## src/sv/cdq_pkg.sv

```systemverilog
`timescale 1ns / 1ps
// ----------------------------------------------------------------------------
// cdq_pkg: shared types and codes of the circular deque
// Request and result beats, operation and status codes, controller commands.
// ----------------------------------------------------------------------------
package cdq_pkg;

	localparam logic [1:0] FN_PUSH_FRONT = 2'd0;
	localparam logic [1:0] FN_PUSH_BACK  = 2'd1;
	localparam logic [1:0] FN_POP_FRONT  = 2'd2;
	localparam logic [1:0] FN_POP_BACK   = 2'd3;

	localparam logic [1:0] ST_DONE  = 2'd0;
	localparam logic [1:0] ST_FULL  = 2'd1;
	localparam logic [1:0] ST_EMPTY = 2'd2;

	localparam int OCC_W = 5;

	typedef struct packed {
		logic [1:0]         func;
		logic signed [31:0] value;
	} req_t;

	typedef struct packed {
		logic signed [31:0] read_value;
		logic [1:0]         status;
		logic [OCC_W-1:0]   occupancy;
		logic               is_empty;
		logic               is_full;
	} rsp_t;

	typedef struct packed {
		logic load;
		logic exec;
	} ctrl_cmd_t;

endpackage

```

## src/sv/circular_deque.sv

```systemverilog
`timescale 1ns / 1ps
// ----------------------------------------------------------------------------
// circular_deque: double-ended queue of 32-bit words in a circular store
// Usage:
//   Request channel: drive req (func, value) with start high; the beat is
//   taken at a rising edge where start is high and busy is low. func selects
//   push front, push back, pop front or pop back.
//   Result channel: done pulses for one cycle with rsp valid (read_value,
//   status, occupancy, is_empty, is_full). The receiver cannot stall; a
//   result not captured in that cycle is gone.
//   Sequence: the accepting edge moves the controller to EXEC, which
//   updates pointers, count and one store entry; done and the result
//   follow in the RESP state, since the store read is registered.
//   Overlap: no request is taken while one is in EXEC; start may be held
//   during the result cycle to issue the next request back to back.
//   Refused requests (push when full, pop when empty) leave state unchanged
//   and return read_value zero.
//   Reset: arst_n clears pointers and count to an empty deque; the store
//   contents are not cleared and need no clearing pass.
// ----------------------------------------------------------------------------
module circular_deque #(
	parameter int DEPTH = 16
) (
	input  logic          clk,
	input  logic          arst_n,
	input  logic          start,
	output logic          busy,
	input  cdq_pkg::req_t req,
	output logic          done,
	output cdq_pkg::rsp_t rsp
);

	cdq_pkg::ctrl_cmd_t cmd;

	cdq_ctrl u_ctrl (
		.clk    (clk),
		.arst_n (arst_n),
		.start  (start),
		.busy   (busy),
		.done   (done),
		.cmd    (cmd)
	);

	cdq_datapath #(
		.DEPTH (DEPTH)
	) u_datapath (
		.clk    (clk),
		.arst_n (arst_n),
		.cmd    (cmd),
		.req    (req),
		.rsp    (rsp)
	);

	a_done_pulse: assert property (@(posedge clk) disable iff (!arst_n)
		done |=> !done)
		else $error("result strobe held longer than one cycle");

	a_accept_busy: assert property (@(posedge clk) disable iff (!arst_n)
		(start && !busy) |=> (busy && !done))
		else $error("accepted beat did not enter execute");

	a_refused_zero: assert property (@(posedge clk) disable iff (!arst_n)
		(done && rsp.status != cdq_pkg::ST_DONE) |-> (rsp.read_value == '0))
		else $error("refused request returned nonzero data");

	a_full_not_empty: assert property (@(posedge clk) disable iff (!arst_n)
		done |-> !(rsp.is_full && rsp.status == cdq_pkg::ST_EMPTY))
		else $error("empty refusal reported with full flag");

endmodule

```

## src/sv/cdq_ctrl.sv

```systemverilog
`timescale 1ns / 1ps
// ----------------------------------------------------------------------------
// cdq_ctrl: request sequencer
// Accepts a request, runs it in the EXEC state, then strobes the result in RESP.
// ----------------------------------------------------------------------------
module cdq_ctrl (
	input  logic               clk,
	input  logic               arst_n,
	input  logic               start,
	output logic               busy,
	output logic               done,
	output cdq_pkg::ctrl_cmd_t cmd
);

	typedef enum logic [1:0] {
		IDLE,
		EXEC,
		RESP
	} state_t;

	state_t state_q;
	logic   busy_q;
	logic   done_q;

	always_ff @(posedge clk or negedge arst_n) begin
		if (!arst_n) begin
			state_q <= IDLE;
			busy_q  <= 1'b0;
			done_q  <= 1'b0;
		end else begin
			case (state_q)
				IDLE: begin
					done_q <= 1'b0;
					if (start) begin
						state_q <= EXEC;
						busy_q  <= 1'b1;
					end
				end
				EXEC: begin
					state_q <= RESP;
					busy_q  <= 1'b0;
					done_q  <= 1'b1;
				end
				RESP: begin
					done_q <= 1'b0;
					if (start) begin
						state_q <= EXEC;
						busy_q  <= 1'b1;
					end else begin
						state_q <= IDLE;
					end
				end
				default: begin
					state_q <= IDLE;
					busy_q  <= 1'b0;
					done_q  <= 1'b0;
				end
			endcase
		end
	end

	assign busy     = busy_q;
	assign done     = done_q;
	assign cmd.load = start && !busy_q;
	assign cmd.exec = (state_q == EXEC);

endmodule

```

## src/sv/cdq_datapath.sv

```systemverilog
`timescale 1ns / 1ps
// ----------------------------------------------------------------------------
// cdq_datapath: slot store, head and tail pointers, entry count
// Executes one request per exec command and holds the result fields.
// ----------------------------------------------------------------------------
module cdq_datapath #(
	parameter int DEPTH = 16
) (
	input  logic               clk,
	input  logic               arst_n,
	input  cdq_pkg::ctrl_cmd_t cmd,
	input  cdq_pkg::req_t      req,
	output cdq_pkg::rsp_t      rsp
);

	localparam int IW = $clog2(DEPTH);
	localparam int CW = $clog2(DEPTH + 1);
	localparam logic [IW-1:0] LAST = IW'(DEPTH - 1);
	localparam logic [CW-1:0] FULL_CNT = CW'(DEPTH);

	logic [31:0]       mem [DEPTH];
	logic [31:0]       rd_data_q;
	logic [1:0]        func_q;
	logic [31:0]       value_q;
	logic [IW-1:0]     head_q, tail_q;
	logic [CW-1:0]     count_q;
	logic [1:0]        status_q;
	logic              pop_ok_q;

	logic              full, empty;
	logic [IW-1:0]     head_up, head_dn, tail_up, tail_dn;
	logic [IW-1:0]     head_nx, tail_nx, wr_addr, rd_addr;
	logic [CW-1:0]     count_nx;
	logic [1:0]        status_nx;
	logic              wr_en, rd_en;
	logic [CW+4:0]     occ_ext;

	assign full    = (count_q == FULL_CNT);
	assign empty   = (count_q == '0);
	assign head_up = (head_q == LAST) ? '0 : head_q + 1'b1;
	assign head_dn = (head_q == '0) ? LAST : head_q - 1'b1;
	assign tail_up = (tail_q == LAST) ? '0 : tail_q + 1'b1;
	assign tail_dn = (tail_q == '0) ? LAST : tail_q - 1'b1;

	always_comb begin
		head_nx   = head_q;
		tail_nx   = tail_q;
		count_nx  = count_q;
		status_nx = cdq_pkg::ST_DONE;
		wr_en     = 1'b0;
		rd_en     = 1'b0;
		wr_addr   = tail_q;
		rd_addr   = head_q;
		case (func_q)
			cdq_pkg::FN_PUSH_FRONT: begin
				if (full) begin
					status_nx = cdq_pkg::ST_FULL;
				end else begin
					wr_en    = 1'b1;
					wr_addr  = head_dn;
					head_nx  = head_dn;
					count_nx = count_q + 1'b1;
				end
			end
			cdq_pkg::FN_PUSH_BACK: begin
				if (full) begin
					status_nx = cdq_pkg::ST_FULL;
				end else begin
					wr_en    = 1'b1;
					wr_addr  = tail_q;
					tail_nx  = tail_up;
					count_nx = count_q + 1'b1;
				end
			end
			cdq_pkg::FN_POP_FRONT: begin
				if (empty) begin
					status_nx = cdq_pkg::ST_EMPTY;
				end else begin
					rd_en    = 1'b1;
					rd_addr  = head_q;
					head_nx  = head_up;
					count_nx = count_q - 1'b1;
				end
			end
			default: begin
				if (empty) begin
					status_nx = cdq_pkg::ST_EMPTY;
				end else begin
					rd_en    = 1'b1;
					rd_addr  = tail_dn;
					tail_nx  = tail_dn;
					count_nx = count_q - 1'b1;
				end
			end
		endcase
	end

	always_ff @(posedge clk) begin
		if (cmd.load) begin
			func_q  <= req.func;
			value_q <= req.value;
		end
	end

	always_ff @(posedge clk) begin
		if (cmd.exec && wr_en) begin
			mem[wr_addr] <= value_q;
		end
		if (cmd.exec && rd_en) begin
			rd_data_q <= mem[rd_addr];
		end
	end

	always_ff @(posedge clk or negedge arst_n) begin
		if (!arst_n) begin
			head_q   <= '0;
			tail_q   <= '0;
			count_q  <= '0;
			status_q <= cdq_pkg::ST_DONE;
			pop_ok_q <= 1'b0;
		end else if (cmd.exec) begin
			head_q   <= head_nx;
			tail_q   <= tail_nx;
			count_q  <= count_nx;
			status_q <= status_nx;
			pop_ok_q <= rd_en;
		end
	end

	assign occ_ext = {5'b0, count_q};

	assign rsp.read_value = pop_ok_q ? rd_data_q : '0;
	assign rsp.status     = status_q;
	assign rsp.occupancy  = occ_ext[cdq_pkg::OCC_W-1:0];
	assign rsp.is_empty   = empty;
	assign rsp.is_full    = full;

endmodule

```

## config.mk

```make
export PLATFORM = sky130hd
export DESIGN_NAME = circular_deque
export DESIGN_NICKNAME = d
export VERILOG_FILES = /design/src/sv/cdq_pkg.sv /design/src/sv/circular_deque.sv /design/src/sv/cdq_ctrl.sv /design/src/sv/cdq_datapath.sv
export SDC_FILE = /design/constraint.sdc
export NUM_CORES = 1
export LEC_CHECK = 0
export BUFFER_PORTS_ARGS = -buffer_cell sky130_fd_sc_hd__buf_4
export CORE_ASPECT_RATIO = 2
export CORE_UTILIZATION = 35
export DETAILED_ROUTE_END_ITERATION = 10
export GPL_TIMING_DRIVEN = 1
export SYNTH_ARGS = -nofsm -noshare
export SYNTH_HDL_FRONTEND = slang
export SYNTH_SLANG_ARGS = --single-unit
```

## constraint.sdc

```tcl
create_clock -name clk -period 6.33 [get_ports clk]
set_clock_uncertainty 0.15 [all_clocks]
set_input_delay 0.3165 -clock clk [delete_from_list [all_inputs] [get_ports clk]]
set_output_delay 0.3165 -clock clk [all_outputs]
set_load 0.01 [all_outputs]
```

; ---- Word level (Yosys, flattened, before mapping)
; Memories as Yosys holds them, arrays and structs flattened. A register that Yosys moved wholly into a read port is not among the register bits.
; Cells that the tools add are included.
[classes]
n_addsub = 6
multipliers = 0
div_mod_pow = 0
n_lt_le_gt_ge = 0
n_eq_ne = 15
shifts = 0
mux = 33
bitwise = 1
reduce_logical = 17
[ops]
columns = operator, n
row1 = 4-bit two-way mux, 12
row2 = 32-bit two-way mux, 1
row3 = 4-bit case mux with 2 select lines, 2
row4 = 5-bit two-way mux, 3
row5 = "2-bit inequality test, second input constant", 7
row6 = 1-bit two-way mux, 11
row7 = "4-bit by 1-bit adder with 4-bit output, second input constant", 2
row8 = "4-bit == test, second input constant", 2
row9 = 4-bit zero test, 2
row10 = 4-bit AND reduction, 2
row11 = "4-bit by 1-bit subtractor with 4-bit output, second input constant", 2
row12 = 2-bit two-way mux, 3
row13 = 2-bit case mux with 3 select lines, 1
row14 = 2-bit OR reduction, 3
row15 = "5-bit by 1-bit adder with 5-bit output, second input constant", 1
row16 = "5-bit == test, second input constant", 1
row17 = 5-bit zero test, 1
row18 = "5-bit by 1-bit subtractor with 5-bit output, second input constant", 1
row19 = "2-bit by 1-bit == test with 1-bit output, second input constant", 2
row20 = "2-bit == test, second input constant", 2
row21 = 2-bit zero test, 2
row22 = 1-bit logical AND, 3
row23 = 3-bit AND reduction, 1
row24 = 3-bit OR reduction, 1
row25 = other kinds (4), 4
[word_totals]
regBits = 54
latch_bits = 0
mem_bits_rw = 512
rom_bits = 0
out_inout_bits = 43
n_memories = 1
[mem_list]
columns = memory, depth, word_bits, rd, rd_clocked_by_memory_dff, write_ports, line_no
row1 = u_datapath.mem, 16, 32, 1, 1, 1, cdq_datapath.sv:21  ; logic [31:0] mem [DEPTH];

; ---- Longest topological paths before layout
; Gate-level depths: netlist of run 1.
[depth]
ltp_word = 6
mapped_depth = 12

; ---- Cells and area by module
; Synthesis of run 1 repeated with hierarchy kept, for this count alone.
[unflattened]
cells_unflattened = 1279
area_unflattened_um2 = 23214.8
[by_module_without_submodules]
columns = module, n_inst, cells_per_inst, area_per_inst_um2
row1 = cdq_datapath, 1, 1270, 23079.6
row2 = cdq_ctrl, 1, 9, 135.1

; ---- Worst setup path before layout of run 1
; Ideal clock, no wire load.
[synth_timing]
kind = register to register
from = reg u_datapath.count_q[0]
to = mem u_datapath.mem[8][0], enable pin
setup_time_ps = 421
arrival_ps = 3230
t_required_ps = 5759
path_slack_ps = 2529
path_stages_with_launch = 7
path_buffers = 0
period_less_slack_ps = 3801
path_cell_list = dfrtp_1 or4_1 nor2_1 nor3_1 mux2i_1 nand3b_1 nor2_1
[synth_between]
elab_chain_cells = 6
elab_cells_between_ends = 8
classes_between = eq/ne (1) / mux (6) / reduce/logical (1)
[synth_lines]
columns = item, line_no
row1 = start: declaration, cdq_datapath.sv:26  ; logic [CW-1:0] count_q;
row2 = start signal: assignment, cdq_datapath.sv:124  ; count_q <= count_nx;
row3 = 5-bit == test *, cdq_datapath.sv:38  ; assign full = (count_q == FULL_CNT);
row4 = net u_datapath.full, cdq_datapath.sv:30  ; logic full, empty;
row5 = 1-bit two-way mux, "cdq_datapath.sv:56, cdq_datapath.sv:66"
row6 = 1-bit two-way mux, -
row7 = 1-bit logical AND, cdq_datapath.sv:106  ; if (cmd.exec && wr_en) begin
row8 = 1-bit two-way mux, cdq_datapath.sv:106
row9 = 1-bit two-way mux (implied by the code), cdq_datapath.sv:107  ; mem[wr_addr] <= value_q;
row10 = end: declaration, cdq_datapath.sv:21
; The timed path passes the listed nets; every way through them passes the cells marked *.

; ---- Worst setup path after layout of run 1
[layout_timing]
from = reg u_datapath.func_q[1]
to = reg u_datapath.rd_data_q[18], read port of u_datapath.mem (data pin)
[layout_between]
elab_chain_cells = 4
elab_cells_between_ends = 8
classes_between = eq/ne (2) / mux (2) / reduce/logical (4)
[layout_lines]
columns = item, line_no
row1 = start: declaration, cdq_datapath.sv:23  ; logic [1:0] func_q;
row2 = start signal: assignment, cdq_datapath.sv:100  ; func_q <= req.func;
row3 = 2-bit by 1-bit == test with 1-bit output or 2-bit zero test (tied branches), cdq_datapath.sv:54  ; case (func_q)
row4 = 2-bit OR reduction (no source line), -
row5 = 1-bit two-way mux, -
row6 = 1-bit logical AND, cdq_datapath.sv:109  ; if (cmd.exec && rd_en) begin
row7 = end: declaration, cdq_datapath.sv:22  ; logic [31:0] rd_data_q;
; Parallel ways exist; a longest one is shown, timed or not.
; A chain may end at the register's enable or synchronous reset.

==> impl_metrics.tcl, run 1 <==
set metrics [dict create \
    grtUsageMet2_pct 33.4 \
    clk_latency_ps 590 \
    power.density_nw_per_um2 407 \
    core_region_area_um2 66700 \
    clk_path_buf_depth 3 \
    antenna_found_initial 1 \
    syn_inst 1479 \
    grt.met1_usage_pct 21.1 \
    ctsResizeCount 0 \
    hold_viol 0 \
    wire_per_inst_um 24.4 \
    p_leak_nw 9.25 \
    num_io_pins 80 \
    routed_via_density 5.41 \
    via_count 13600 \
    status "finished clean" \
    yosys_register_bits 598 \
    layout.nets 1631 \
    antennaDiodeCount 0 \
    dieArea_um2 68500 \
    grt_max_degree 126 \
    cts-htree-levels 2 \
    synth.distinct_cells 51 \
    startpoint_type "register" \
    maxSlewViolCount 0 \
    cts_tree "yes" \
    end_kind "register" \
    setup_tns_ps 0 \
    grt_pass1_wl_mm 90.2 \
    path_max_fanout 125 \
    top_usage_layer "met2" \
    drive_gt1_share_pct 13.9 \
    synth_ff_type "edfxtp_1" \
    period_share_pct 67.4 \
    min_path_type "in2reg" \
    drt_iter0_markers 1038 \
    cts_setup_buffers 0 \
    peakVddDrop_mv 0.294 \
    die_h_um 369 \
    start_util_pct 35.4 \
    dieWidth_um 186 \
    hold_ws_ps 294 \
    rsz0062_at_grt "no" \
    fmax_ghz 0.235 \
    cts_num_sinks 598 \
    gr-total-overflow 0 \
    final_common_cell "edfxtp_1" \
    synthesis.area_um2 23600 \
    yosysSeqAreaShare_pct 75.7 \
    cts_buffers 51 \
    cts.clk_slew.worst_paths_ps 70 \
    gp_congestion 0.765 \
    cts-root-buf "clkbuf_16" \
    yosysWarningCount 0 \
    setup_viol 0 \
    gr-usage-met3_pct 2.06 \
    tightest_slew_ps 1250 \
    arrival_ps 4440 \
    area_delta_synth_final_pct 16.1 \
    place_hpwl_mm 33.1 \
    slew_headroom_pct 16.5 \
    finalWorstPathRequiredPeriod_ps 4260 \
    totalWireLength_mm 61.3 \
    synthArstFlopShare_pct 3.34 \
    required_ps 6500 \
    synth_fp_nets 1524 \
    firstDrtPassIters 5 \
    grt_pass1_vias 13800 \
    maxCapViolCount 0 \
    grt_usage_pct 18.0 \
    route.detailed.drc 0 \
    final_cell_mix "edfxtp_1 (578), mux2i_1 (133), buf_4 (111)" \
    synth-edff-count 578 \
    syn_area_per_cell_um2 16.0 \
    io_buffer_count 79 \
    ant_nets 0 \
    row_count 134 \
    crit_type "reg2reg" \
]
==> worst paths after layout <==
kind	cells after the start	start	endpoint	slack (ps)
max in group asynchronous	3	arst_n	u_datapath.head_q[2]$_DFFE_PN0P_	4650
hold reg to reg	1	u_ctrl.state_q[0]$_DFFE_PN0P_	u_ctrl.busy$_DFFE_PN0P_	320
setup reg to reg	7	u_datapath.func_q[1]$_DFFE_PP_	u_datapath.rd_data_q[18]$_DFFE_PP_	2070
hold / removal	2	req[9]	u_datapath.value_q[9]$_DFFE_PP_	290
setup / recovery	7	u_datapath.func_q[1]$_DFFE_PP_	u_datapath.rd_data_q[18]$_DFFE_PP_	2070
min in group asynchronous	3	arst_n	u_datapath.count_q[0]$_DFFE_PN0P_	800
==> final cells by class <==
cell class / instances / area, um2
clock inverters: 36 / 287
flip-flops and latches: 598 / 17900
fillers: 6164 / 39300
clock buffers: 59 / 1350
repair buffers: 149 / 1220
multi-input cells: 772 / 5530
well taps: 884 / 1110
inverters: 14 / 52.6
==> per-stage QoR <==
stage	area [um2]	setup slack (ps)	util [%]	instances	total power, mW
2_1_floorplan	23600	2530	-	1479	7.00
3_3_place_gp	25400	2240	38.1	2380	8.08
3_5_place_dp	25400	2180	38.1	2380	8.13
4_1_cts	27400	2140	41.1	2512	11.3
5_1_grt	27400	1970	41.1	2512	11.6
6_report	27400	2070	41.1	2512	11.2
==> state kept, by name (all words and copies together) (netlist names) <==
name and flops:
u_datapath.tail_q 4, u_ctrl.done 1, u_ctrl.busy 1, u_datapath.mem 512, u_datapath.value_q 32, u_datapath.func_q 2, u_datapath.rd_data_q 32, u_datapath.status_q 2
u_datapath.head_q 4, u_datapath.count_q 5, u_datapath.pop_ok_q 1, u_ctrl.state_q 2
==> cell usage after synthesis, types with 3 or more instances <==
cell type  instances  area share [%]
a2111o_1          32             1.5
a21o_1             5            0.16
a21oi_1          108             2.3
and2_1            32            0.85
buf_1              6           0.095
buf_2             18            0.38
clkbuf_1          69             1.1
dfrtp_1           20             2.1
edfxtp_1         578              74
ha_1               7            0.37
inv_1             13            0.21
mux2_1            29             1.4
mux2_2             7            0.33
mux2i_1          136             5.8
nand2_1           24            0.38
nand2b_1           5            0.13
nand3_1           99             2.1
nor2_1            29            0.46
nor2b_1            5            0.13
nor3_1             5            0.11
o211ai_1           3           0.095
o21ai_0          110             2.3
o22ai_1           65             1.7
or3_1             32            0.85
xnor2_1            8            0.30
xor2_1             4            0.15
==> where the power goes <==
group          switching [mW]  internal, mW  leakage, nW
Combinational            1.99          1.23         2.98
Sequential              0.195          4.63         5.47
Clock                    1.42          1.70        0.802
==> what timing repair did <==
| action | CTS | global route |
|---|---|---|
| setup endpoints to repair | 0 | 0 |
| endpoints found under the hold margin | 56 | 0 |
| hold buffers | 37 | 0 |
==> per-layer routing <==
metal  vias to the layer above  wire length [um]
met5                         -                 0
met1                      7013             22900
met2                       471             33200
met4                         0              1740
met3                        95              3450
li1                       6008                 -
==> worst max-delay path: stages, from the launching register on <==
cell	delay [ps]
edfxtp_1	860
nand2_1	360
a211o_2	460
nand2_8	80
buf_12	500
mux2_1	400
a2111o_1	470
or3_1	370
==> cell families (layout without fill, tap and decap cells) <==
group                    after synthesis  after routing  share of synthesized area [%]
AO/OA/AOI/OAI                        339            339                           8.66
XOR/XNOR                              12             12                          0.445
adder cells (fa/ha/maj)                8              8                          0.456
buffers and inverters                109            258                           1.86
flip-flops                           598            598                           75.7
multiplexers                         172            172                           7.49
AND/OR/NAND/NOR                      241            241                           5.41
No activity file was read; power rests on OpenSTA's default activity.
==> run 2, diff against run 1 <==
--- a/config.mk
+++ b/config.mk
@@ -5,6 +5,7 @@
 export SDC_FILE = /design/constraint.sdc
 export NUM_CORES = 1
 export LEC_CHECK = 0
+export ABC_AREA = 1
 export BUFFER_PORTS_ARGS = -buffer_cell sky130_fd_sc_hd__buf_4
 export CORE_ASPECT_RATIO = 2
 export CORE_UTILIZATION = 35
==> constraint.sdc (replaced) <==
create_clock -name clk -period 4.47 [get_ports clk]
set_clock_uncertainty 0.15 [all_clocks]
set_input_delay 0.2235 -clock clk [delete_from_list [all_inputs] [get_ports clk]]
set_output_delay 0.2235 -clock clk [all_outputs]
set_load 0.01 [all_outputs]
==> impl_metrics.tcl, run 2 <==
set metrics [dict create \
    placed_area_um2 27700 \
    die_h_um 388 \
    ant_nets 0 \
    grt_usage_pct 17.9 \
    synth_compound_area_share_pct 0.664 \
    synth_area_leaders "edfxtp_1 (67%), nand3_1 (9.6%), nand2_1 (7.1%), inv_1 (6.9%), nand3b_1 (2.8%)" \
    largest_reg_flops 512 \
    postLayoutCoreUtil_pct 40.2 \
    firstDrtPassIters 5 \
    fmax_ghz 0.305 \
    clk_path_buf_depth 3 \
    slowest_delay_ps 510 \
    syn_inst 2389 \
    route.detailed.drc 0 \
    final_cell_mix "edfxtp_1 (578), nand3_1 (497), nand2_1 (491)" \
    largest-register "u_datapath.mem" \
    cts_num_sinks 598 \
    crit_top_cell "nand3_1" \
    grt_pass1_wl_mm 103 \
    period_share_pct 73.4 \
    post_layout_nonfiller_instances 3438 \
    yosys.area_share.simple_pct 20.3 \
    row_count 141 \
    required_ps 4660 \
    yosys.area_share.xor_xnor_pct 0.404 \
    worst_r2r_startpoint "u_datapath.count_q[2]$_DFFE_PN0P_" \
    slew_headroom_pct 36.8 \
    yosysWarningCount 0 \
    grt.met1_usage_pct 20.3 \
    synth_ff_type "edfxtp_1" \
    end_kind "register" \
    synth_fp_nets 2434 \
    drt_iter0_markers 1209 \
    synth_top_area_cell "edfxtp_1" \
    muxShareOfSynthArea_pct 0 \
    slowest_stage "nand2_8" \
    cts_buffers 51 \
    power.density_nw_per_um2 560 \
    totalWireLength_mm 66.9 \
    final_common_cell "edfxtp_1" \
    maxSlewViolCount 0 \
    routed_via_density 4.93 \
    cts_setup_buffers 0 \
    clk_latency_ps 600 \
    drive_gt1_share_pct 8.57 \
    cts-root-buf "clkbuf_16" \
    min_path_type "in2reg" \
    dieWidth_um 195 \
    yosysMostFrequentCell "edfxtp_1" \
    core_region_area_um2 73700 \
    synth_top_family_by_area "simple AND/OR/NAND/NOR gates" \
    arrival_ps 3470 \
    setup_viol 0 \
    synthesis.area_um2 26000 \
    worst-path-buf-inv 1 \
    layout.nets 2513 \
    top_usage_layer "met2" \
    setup_tns_ps 0 \
    placed_cells 3307 \
    gr-usage-met3_pct 1.82 \
    grtUsageMet2_pct 33.6 \
    path_max_fanout 64 \
    startpoint "u_datapath.count_q[2]$_DFFE_PN0P_" \
    synth_fa_ha_area_share_pct 0.414 \
    antenna_found_initial 0 \
    tightest_slew_ps 947 \
    final_area_um2 29700 \
    cts_tree "yes" \
    gp_congestion 0.812 \
    start_util_pct 35.3 \
    crit_family "simple AND/OR/NAND/NOR gates" \
    hold_viol 0 \
    finalWorstPathRequiredPeriod_ps 3280 \
    grt_pass1_vias 17400 \
    hp-start "req[25]" \
    synthTopCellsByCount "edfxtp_1 (578), nand3_1 (497), nand2_1 (494), inv_1 (481), nand3b_1 (96)" \
    cts-htree-levels 2 \
    grt_max_degree 129 \
    place_hpwl_mm 36.0 \
    path_cells "nor2_2 -> nand3_4 -> nand2_4 -> nand2_4 -> nand2_8 -> buf_4 -> nand2_1 -> nand3_1 -> nand3_1 -> nand3_1 -> nand2_1" \
    yosys_register_bits 598 \
    area_delta_synth_final_pct 14.1 \
    antennaDiodeCount 0 \
    synth-edff-count 578 \
    cts_hold_buf 37 \
    num_io_pins 80 \
    synth.distinct_cells 32 \
    peakVddDrop_mv 0.418 \
    yosysSeqAreaShare_pct 68.6 \
    startpoint_type "register" \
    yosys.area.top_type_share_pct 66.7 \
    p_leak_nw 12.2 \
    status "finished clean" \
    cts.clk_slew.worst_paths_ps 70 \
    rsz0062_at_grt "no" \
    io_buffer_count 79 \
    crit_type "reg2reg" \
    syn_area_per_cell_um2 10.9 \
    dieArea_um2 75500 \
    wire_per_inst_um 19.5 \
    via_count 17000 \
    synthArstFlopShare_pct 3.34 \
    gr-total-overflow 0 \
    maxCapViolCount 0 \
    ctsResizeCount 0 \
    reg_top3 "u_datapath.mem x512, u_datapath.rd_data_q x32, u_datapath.value_q x32" \
]
[run 2: through the flow]
step	hold WS (ps)	setup slack, ps	total power, mW
detailed placement	-29.6	1200	12.3
global route	184	891	17.5
finish	196	1190	16.6
floorplan	-222	1030	10.6
global placement	-39.1	1170	12.2
CTS	166	1180	16.7
[run 2: final timing paths]
| check | end | slack (ps) | cells past startpoint |
|---|---|---|---|
| setup / recovery | u_datapath.rd_data_q[18]$_DFFE_PP_ | 1190 | 11 |
| min in group asynchronous | u_datapath.count_q[0]$_DFFE_PN0P_ | 710 | 3 |
| max in group asynchronous | u_datapath.pop_ok_q$_DFFE_PN0P_ | 2830 | 3 |
| setup reg to reg | u_datapath.rd_data_q[18]$_DFFE_PP_ | 1190 | 11 |
| hold / removal | u_datapath.value_q[25]$_DFFE_PP_ | 200 | 2 |
| hold reg to reg | u_ctrl.state_q[1]$_DFFE_PN0P_ | 300 | 1 |
[run 2: routing by layer]
layer / part of all wire (%) / routed length, um
met5: 0 / 0
met2: 53 / 35400
met4: 4.1 / 2750
met1: 38 / 25600
met3: 4.7 / 3170
[run 2: cell families (layout without fill, tap and decap cells)]
group / Yosys count / count (layout)
AND/OR/NAND/NOR: 1130 / 1130
buffers and inverters: 609 / 729
flip-flops: 598 / 598
AO/OA/AOI/OAI: 32 / 32
XOR/XNOR: 12 / 12
adder cells (fa/ha/maj): 8 / 8
[run 2: layout make-up]
type | count | area (um2)
clock inverters | 28 | 249
fillers | 6899 | 44100
inverters | 485 | 1820
clock buffers | 66 | 1350
repair buffers | 150 | 1380
multi-input cells | 1182 | 5850
flip-flops and latches | 598 | 17900
well taps | 929 | 1160
[run 2: where the power goes]
part | switching, mW | leakage (nW) | total (mW) | internal [mW]
clock | 2.02 | 0.773 | 4.39 | 2.38
combinational | 3.81 | 5.95 | 5.45 | 1.65
sequential | 0.239 | 5.47 | 6.76 | 6.52
==> run 3, diff against run 2 <==
==> constraint.sdc (replaced) <==
create_clock -name clk -period 3.31 [get_ports clk]
set_clock_uncertainty 0.15 [all_clocks]
set_input_delay 0.1655 -clock clk [delete_from_list [all_inputs] [get_ports clk]]
set_output_delay 0.1655 -clock clk [all_outputs]
set_load 0.01 [all_outputs]
==> impl_metrics.tcl, run 3 (synthesis results as in run 2) <==
set metrics [dict create \
    p_leak_nw 12.5 \
    cts_buffers 54 \
    maxSlewViolCount 0 \
    intPower_mw 14.7 \
    cts_setup_buffers 0 \
    tightest_slew_ps 1010 \
    end_kind "register" \
    met3_length_mm 3.29 \
    peakVddDrop_mv 0.515 \
    row_count 141 \
    firstDrtPassIters 5 \
    route.detailed.drc 0 \
    gp_congestion 0.841 \
    slew_headroom_pct 33.0 \
    place_hpwl_mm 40.9 \
    p_sw_share_pct 36.4 \
    grt_usage_pct 18.2 \
    cts_hold_buf 37 \
    reg_top3 "u_datapath.mem x512, u_datapath.rd_data_q x32, u_datapath.value_q x32" \
    startpoint_type "register" \
    area_delta_synth_final_pct 16.1 \
    p_total_mw 23.1 \
    required_ps 3460 \
    clk_latency_ps 610 \
    rsz0062_at_grt "no" \
    met2_length_mm 36.0 \
    grt_pass1_wl_mm 104 \
    crit_type "reg2reg" \
    largest-register "u_datapath.mem" \
    antenna_found_initial 0 \
    arrival_ps 3160 \
    dieWidth_um 195 \
    power.density_nw_per_um2 763 \
    path_max_fanout 15 \
    highest_layer "met4" \
    drive_gt1_share_pct 9.92 \
    post_layout_nonfiller_instances 3470 \
    placed_cells 3337 \
    wire_per_inst_um 19.6 \
    min_path_type "in2reg" \
    core_region_area_um2 73700 \
    gr-total-overflow 0 \
    period_share_pct 90.8 \
    clk_path_buf_depth 3 \
    p_sw_mw 8.40 \
    largest_reg_flops 512 \
    combPwrFrac_pct 33.9 \
    antennaDiodeCount 0 \
    grt_max_degree 129 \
    fmax_ghz 0.333 \
    start_util_pct 35.3 \
    hold_viol 0 \
    setup_slack_ps 305 \
    finalWorstPathRequiredPeriod_ps 3000 \
    status "finished clean" \
    cts_tree "yes" \
    layout.nets 2546 \
    dp_slack_ps 299 \
    final_area_um2 30200 \
    final_common_cell "edfxtp_1" \
    setup_viol 0 \
    dieArea_um2 75500 \
    maxCapViolCount 0 \
    clockPowerShare_pct 26.5 \
    cts_num_sinks 598 \
    cts-root-buf "clkbuf_16" \
    routed_via_density 4.92 \
    grt_pass1_vias 17600 \
    num_io_pins 80 \
    ctsResizeCount 0 \
    cts-htree-levels 2 \
    wl_met1_mm 25.5 \
    totalWireLength_mm 68.1 \
    ant_nets 0 \
    io_buffer_count 79 \
    regToRegSetupSlack_ps 310 \
    multi_input_area_um2 5850 \
    drt_iter0_markers 1223 \
    n_fill_cell 6882 \
    die_h_um 388 \
    via_count 17100 \
    placed_area_um2 28200 \
    cts.clk_slew.worst_paths_ps 70 \
    final_cell_mix "edfxtp_1 (578), nand3_1 (497), nand2_1 (491)" \
    regArea_um2 17900 \
    seqPwrFrac_pct 39.7 \
]
## run 3: area by class of cell
class                      instances  share of cell area (%)
multi-input combinational       1182                    19.4
inverter                         485                    6.03
tap                              929                    3.85
clock inverter                    34                   0.969
sequential                       598                    59.1
timing repair buffer             180                    6.10
clock buffer                      62                    4.57
## run 3: layer usage
layer  vias up  GRT usage (%)
met5         -              0
met4         0           9.31
met3       171           2.17
met2       553           33.7
met1      8280           20.3
li1       8073              -
## run 3: final timing paths
kind / from / to / cells after the start
hold reg to reg: u_ctrl.state_q[1]$_DFFE_PN0P_ / u_ctrl.state_q[1]$_DFFE_PN0P_ / 1
setup reg to reg: u_datapath.head_q[0]$_DFFE_PN0P_ / u_datapath.mem[10][14]$_DFFE_PP_ / 8
hold / removal: req[10] / u_datapath.value_q[10]$_DFFE_PP_ / 2
min in group asynchronous: arst_n / u_ctrl.state_q[1]$_DFFE_PN0P_ / 3
max in group asynchronous: arst_n / u_datapath.pop_ok_q$_DFFE_PN0P_ / 3
setup / recovery: u_datapath.head_q[0]$_DFFE_PN0P_ / u_datapath.mem[10][14]$_DFFE_PP_ / 8
## run 3: through the flow
step / utilization (%) / hold WS [ps] / setup TNS (ps)
floorplan: - / -280 / -23930
global placement: 38.2 / -93.6 / 0
detailed placement: 38.2 / -86.1 / 0
CTS: 41.0 / 101 / 0
global route: 41.0 / 114 / 0
finish: 41.0 / 125 / 0
## run 3: power by group through the flow
stage | combinational [mW] | sequential (mW) | clock, mW
after global routing | 8.54 | 9.19 | 6.45
after CTS | 7.83 | 9.16 | 6.24
final | 7.81 | 9.15 | 6.10
after floorplan | 5.15 | 9.16 | 0
after detailed placement | 7.75 | 9.32 | 0
after global placement | 7.69 | 9.31 | 0
## run 3: critical path: stages, from the launching register on
cell	delay [ps]
dfrtp_1	460
inv_1	140
ha_1	250
xnor2_1	170
inv_1	90
o21ai_0	350
nand2_1	320
nor2_4	500
buf_12	240
